## config.mk

```make
export PLATFORM = sky130hd
export DESIGN_NAME = mds_queue
export DESIGN_NICKNAME = d
export VERILOG_FILES = /design/src/rtl/mds_pkg.sv /design/src/rtl/mds_queue.sv
export SDC_FILE = /design/constraint.sdc
export NUM_CORES = 1
export LEC_CHECK = 0
export BUFFER_PORTS_ARGS = -buffer_cell sky130_fd_sc_hd__buf_2
export CAP_MARGIN = 20
export CORE_MARGIN = 4
export CORE_UTILIZATION = 57
export CTS_CLUSTER_SIZE = 8
export DETAILED_ROUTE_END_ITERATION = 10
export HOLD_SLACK_MARGIN = 0.02
export PLACE_DENSITY_LB_ADDON = 0.1
export SETUP_SLACK_MARGIN = 0.1
export SLEW_MARGIN = 40
export SYNTH_ARGS = -nofsm -noshare
export SYNTH_HDL_FRONTEND = slang
export SYNTH_SLANG_ARGS = --single-unit
```

## constraint.sdc

```tcl
create_clock -name clk -period 7.9 [get_ports clk]
set_input_delay 2.37 -clock clk [delete_from_list [all_inputs] [get_ports clk]]
set_output_delay 2.37 -clock clk [all_outputs]
set_load 0.01 [all_outputs]
```

## src/rtl/mds_pkg.sv

```systemverilog
// Shared types, constants and constant tables of the mip level downsampler.
`timescale 1ns / 1ps
package mds_pkg;

  localparam int MAX_WIDTH  = 4096;
  localparam int MAX_HEIGHT = 4096;
  localparam int LIN_BITS   = 16;

  localparam int CHAN_BITS  = 8;
  localparam int CFG_BITS   = $clog2(MAX_WIDTH > MAX_HEIGHT ? MAX_WIDTH : MAX_HEIGHT) + 1;
  localparam int POS_BITS   = CFG_BITS - 1;
  localparam int HALF_COLS  = MAX_WIDTH / 2;
  localparam int COL_BITS   = $clog2(HALF_COLS);
  localparam int WT_BITS    = POS_BITS;
  localparam int HSUM_BITS  = LIN_BITS + WT_BITS;
  localparam int NORM_BITS  = 2 * WT_BITS;
  localparam int VSUM_BITS  = LIN_BITS + NORM_BITS;
  localparam int NUM_BITS   = VSUM_BITS + 1;
  localparam int DIVS_BITS  = NORM_BITS + LIN_BITS - 1;
  localparam int CNT_BITS   = $clog2(LIN_BITS);
  localparam int ADDR_BITS  = 4;
  localparam int DATA_BITS  = 32;

  typedef enum logic [1:0] {
    REG_WIDTH  = 2'd0,
    REG_HEIGHT = 2'd1,
    REG_SRGB   = 2'd2
  } reg_idx_t;

  typedef logic [LIN_BITS-1:0]  lin_t;
  typedef logic [HSUM_BITS-1:0] hsum_t;
  typedef logic [VSUM_BITS-1:0] vsum_t;
  typedef vsum_t [3:0]          vrow_t;
  typedef lin_t [255:0]         decode_lut_t;
  typedef lin_t [254:0]         thr_lut_t;

  typedef struct packed {
    logic               en;
    logic               slot;
    logic [WT_BITS-1:0] wt;
    logic               first;
  } htap_t;

  typedef struct packed {
    logic               en;
    logic               bank;
    logic [WT_BITS-1:0] wt;
    logic               first;
    logic               last;
  } vtap_t;

  typedef struct packed {
    hsum_t [3:0]         hsum;
    logic [COL_BITS-1:0] col;
    vtap_t [1:0]         vt;
    logic                last_pixel;
  } col_word_t;

  typedef struct packed {
    logic [CFG_BITS-1:0] width;
    logic [CFG_BITS-1:0] height;
    logic                srgb;
    logic                restart;
  } front_cfg_t;

  typedef struct packed {
    logic                 srgb;
    logic                 both_even;
    logic [NORM_BITS-1:0] norm;
  } back_cfg_t;

  function automatic logic [CFG_BITS-1:0] clamp_size(input logic [CFG_BITS-1:0] v,
                                                     input logic [CFG_BITS-1:0] max);
    logic [CFG_BITS-1:0] r;
    if (v < CFG_BITS'(2)) r = CFG_BITS'(2);
    else if (v > max)     r = max;
    else                  r = v;
    return r;
  endfunction

  localparam logic [63:0] LIN_MAX64 = (64'd1 << LIN_BITS) - 64'd1;
  localparam logic [63:0] Q30       = 64'd1 << 30;

  function automatic logic [63:0] qmul(input logic [63:0] a, input logic [63:0] b);
    return (a * b + (64'd1 << 29)) >> 30;
  endfunction

  function automatic logic [63:0] qpow5(input logic [63:0] y);
    logic [63:0] a;
    logic [63:0] b;
    a = qmul(y, y);
    b = qmul(a, a);
    return qmul(b, y);
  endfunction

  // Linear light of sRGB level h/510: a linear segment for h up to 20, else a fifth-root bisection in Q30.
  function automatic lin_t half_level_to_linear(input logic [9:0] h);
    logic [63:0] num;
    logic [63:0] t;
    logic [63:0] t2;
    logic [63:0] lo;
    logic [63:0] hi;
    logic [63:0] mid;
    logic [63:0] l;
    logic [63:0] r;
    if (h <= 10'd20) begin
      num = 64'd100 * 64'(h) * LIN_MAX64;
      r = (64'd2 * num + 64'd658920) / 64'd1317840;
    end else begin
      t = (((64'd1000 * 64'(h) + 64'd28050) << 30) + 64'd269025) / 64'd538050;
      t2 = qmul(t, t);
      lo = 64'd0;
      hi = Q30;
      while (lo < hi) begin
        mid = lo + ((hi - lo + 64'd1) >> 1);
        if (qpow5(mid) <= t2) lo = mid;
        else hi = mid - 64'd1;
      end
      l = qmul(t2, lo);
      r = (l * LIN_MAX64 + (64'd1 << 29)) >> 30;
      if (r > LIN_MAX64) r = LIN_MAX64;
    end
    return r[LIN_BITS-1:0];
  endfunction

  function automatic decode_lut_t build_decode_lut();
    decode_lut_t d;
    for (int c = 0; c < 256; c++) d[c] = half_level_to_linear(10'(2 * c));
    return d;
  endfunction

  function automatic thr_lut_t build_thr_lut();
    thr_lut_t d;
    for (int c = 0; c < 255; c++) d[c] = half_level_to_linear(10'(2 * c + 1));
    return d;
  endfunction

  localparam decode_lut_t DECODE_LUT = build_decode_lut();
  localparam thr_lut_t    THR_LUT    = build_thr_lut();

endpackage

```

## src/rtl/mds_queue.sv

```systemverilog
// Short queue of finished column words between the front and back ends.
`timescale 1ns / 1ps
module mds_queue (
  input  logic               clk,
  input  logic               rst,
  input  logic               push,
  input  mds_pkg::col_word_t push_word,
  input  logic               pop,
  output mds_pkg::col_word_t head,
  output logic               full,
  output logic               empty
);

  localparam int DEPTH = 4;
  localparam int PTR_BITS = $clog2(DEPTH);

  mds_pkg::col_word_t slots [DEPTH];
  logic [PTR_BITS-1:0] wr_ptr;
  logic [PTR_BITS-1:0] rd_ptr;
  logic [PTR_BITS:0]   count;

  assign full  = (count == (PTR_BITS + 1)'(DEPTH));
  assign empty = (count == '0);
  assign head  = slots[rd_ptr];

  always_ff @(posedge clk) begin
    if (rst) begin
      wr_ptr <= '0;
      rd_ptr <= '0;
      count  <= '0;
    end else begin
      if (push) wr_ptr <= wr_ptr + PTR_BITS'(1);
      if (pop) rd_ptr <= rd_ptr + PTR_BITS'(1);
      if (push && !pop) count <= count + (PTR_BITS + 1)'(1);
      else if (pop && !push) count <= count - (PTR_BITS + 1)'(1);
    end
  end

  always_ff @(posedge clk) begin
    if (push) slots[wr_ptr] <= push_word;
  end

endmodule

```

==> results.md <==
- 1413 — post-layout net count
- dfxtp_4 — library cell contributing the largest single delay on the critical path
- 1025 — Synth Net Count
- 5 — drt pass-1 iters
- 0 — number of buffers inserted by post-CTS setup repair
- 0.71 ns — slowest cell delay on critical path
- 0.728 — Placer Congestion
- reg -> out — class of the most critical setup path
- 25.8 mm — HPWL Detailed
- 0 — final hold vios
- 121 — crit-path max FO
- 753 — violation count after the first detailed-route iteration
- 318 — Boundary Pins
- 57.9% — starting density of the core
- reg -> reg — Worst Hold Class
- 0.0138 ns — clock skew
- 3 — buffer depth of the longest clock path
- buf_12 > mux4_2 > buf_2 — crit-path cells
- 89 — Num CTS Buffers
- 0 — final-report max-slew violation count
- 0 — Resized cells post-CTS
- 624 — number of enable flip-flop cells after synthesis
- 39900 sq um — area of the core
- 0.05 ns — clock slew at reported path FFs
- 5.69 — routed vias/inst
- edfxtp_1, mux4_2, buf_12, buf_2, dfxtp_1 — top post-synthesis cells by count
- 43800 sq um — area of the die
- 859 — cell count after synthesis
- 26.9 sq um — Post-Syn Area per Cell
- 23100 sq um — area of the mapped netlist
- 0 — total DRC errors in the routed layout
- 0 — Post-CTS Hold Fix Bufs
- 42.0% — worst slew margin relative to its limit
- 9.34 nW — Static Leak
- edfxtp_1 — most instantiated flip-flop cell in the synthesis netlist
- 5.06 ns — final worst path period need
- 287 nW/um^2 — pwr dens
- complete, no violations — result of the run
- 43.9 mm — sum of routed wire length over all layers
- flop — kind of launch point of the worst setup path
- 81.9% — sequential-to-total area share from yosys stat
- 66.9 mm — global-route wire length before repair
- 0% — share of synthesized flip-flops with an asynchronous set or reset
- 64.0% — Final Cycle Share
- 633 — number of sinks handled by clock tree synthesis
- 20.2% — global-route usage over all layers
- 0 — final setup fails
- clkbuf_16 — clock root buffer
- 209 microns — die height
- 73 — Rows
- 2.69 ns — CP Data Arrival Time
- 317 — number of buffer cells added on primary ports
- edfxtp_1, mux4_2, buf_12, dfxtp_1, buf_2 — most area-consuming cells after synthesis
- edfxtp_1 — most frequent cell after synthesis
- 24.2 microns — routed length per instance
- 0 ns — total negative setup slack
- 19.6% — area added between synthesis and finish
- 46.2% — share of cells above drive strength 1
- 0.870 ns — Tightest Pin Transition
- 0 — Remaining Overflow, GRT
- 3 — depth of the CTS H-tree
- 0.186 mV — maximum vdd drop
- 10300 — detailed-route via count
- primary output — CP endpoint kind
- 0.507 ns — post-route worst hold slack
- 0 — number of warnings issued by yosys
- 209 microns — horizontal die dimension
- 0.198 GHz — upper clock frequency limit
- 0 — Antenna Violating Nets Remaining
- 5.53 ns — Worst Path Required
- 633 — flop and latch count out of synthesis
- 0 — number of maximum-capacitance violations
- yes — TritonCTS clock tree
- 81.1% — share of the synthesized area in the top cell type
- 2459 — fill cell total of the finished layout
- false — unrepaired setup endpoints after global routing
- 122 — pin count of the biggest net entering global routing
- edfxtp_1 — cell type with the largest total area after synthesis
- 23 — unique cell type count in the Yosys netlist
- 12 — antenna violations before repair
- 0.58 ns — clock insertion delay at the later pin of the skew report
- 11000 — vias in the first global route
worst max-delay path: cells and delay by family (launching register included):
kind	cells	cell delay (ns)
flip-flops	1	0.71
buffers and inverters	2	0.70
multiplexers	1	0.45
cell type report:
class | instances | area (sq um) | area share (%)
tap | 525 | 657 | 2.38
multi-input combinational | 186 | 3750 | 13.6
antenna | 7 | 17.5 | 0.0634
timing repair buffer | 333 | 1800 | 6.52
clock buffer | 121 | 2430 | 8.80
sequential | 633 | 18900 | 68.5
clock inverter | 3 | 26.3 | 0.0951
inverter | 4 | 15.0 | 0.0543
power by group:
part | total, mW | internal (mW) | switching [mW]
registers | 3.92 | 3.87 | 0.0469
clock network | 3.33 | 2.10 | 1.23
logic | 0.689 | 0.315 | 0.375
flip-flops by register name, summed over array words and instances (netlist names), named ones only:
register  count
slots       624
rd_ptr        2
wr_ptr        2
count         3
stage by stage:
| step | std cells | power, mW | setup WS, ns | utilization, % | area [sq um] |
|---|---|---|---|---|---|
| detailed placement | 1681 | 4.69 | 3.47 | 63.0 | 25200 |
| global placement | 1677 | 4.67 | 3.06 | 62.8 | 25100 |
| floorplan | 859 | 4.42 | 1.44 | - | 23100 |
| finish | 1812 | 7.94 | 2.84 | 69.2 | 27600 |
| CTS | 1805 | 8.04 | 2.81 | 69.2 | 27600 |
| global route | 1808 | 8.25 | 2.74 | 69.2 | 27600 |
layout by cell type (no fill, tap or decap), types with 2 or more instances in the layout:
cell type,n
diode_2,7
and2_4,4
inv_1,4
nor2_1,7
buf_12,7
clkbuf_16,93
edfxtp_1,624
mux2i_1,2
mux4_2,156
buf_6,2
dfxtp_1,7
buf_4,7
inv_6,2
ha_1,5
clkbuf_1,28
buf_2,317
xnor2_1,2
xor2_1,3
dfxtp_4,2
cells by family (layout without fill, tap and decap cells):
group | Yosys count | count (layout) | synth area share (%)
buffers and inverters | 40 | 461 | 1.89
multiplexers | 158 | 158 | 15.3
AND/OR/NAND/NOR | 15 | 15 | 0.320
adder cells (fa/ha/maj) | 6 | 6 | 0.358
XOR/XNOR | 5 | 5 | 0.190
flip-flops | 633 | 633 | 81.9
other | 0 | 7 | 0
AO/OA/AOI/OAI | 2 | 2 | 0.0433
routing by layer:
layer  track usage (%)  routed length (microns)  vias up
met5                 0                      104        -
met4              6.19                      885       16
met3              7.06                     3870       85
met2              31.3                    21600      347
met1              27.7                    17500     5358
li1                  -                        -     4503
path summary, 6_finish.rpt:
path | start | end | cells past startpoint | slack [ns]
setup reg to reg | wr_ptr[0] | slots[2][124] | 4 | 5.58
hold / removal | count[2] | count[2] | 2 | 0.51
setup / recovery | flop | head[143] | 3 | 2.84
hold reg to reg | count[2] | count[2] | 2 | 0.51
Power figures use the tool's default switching activity.
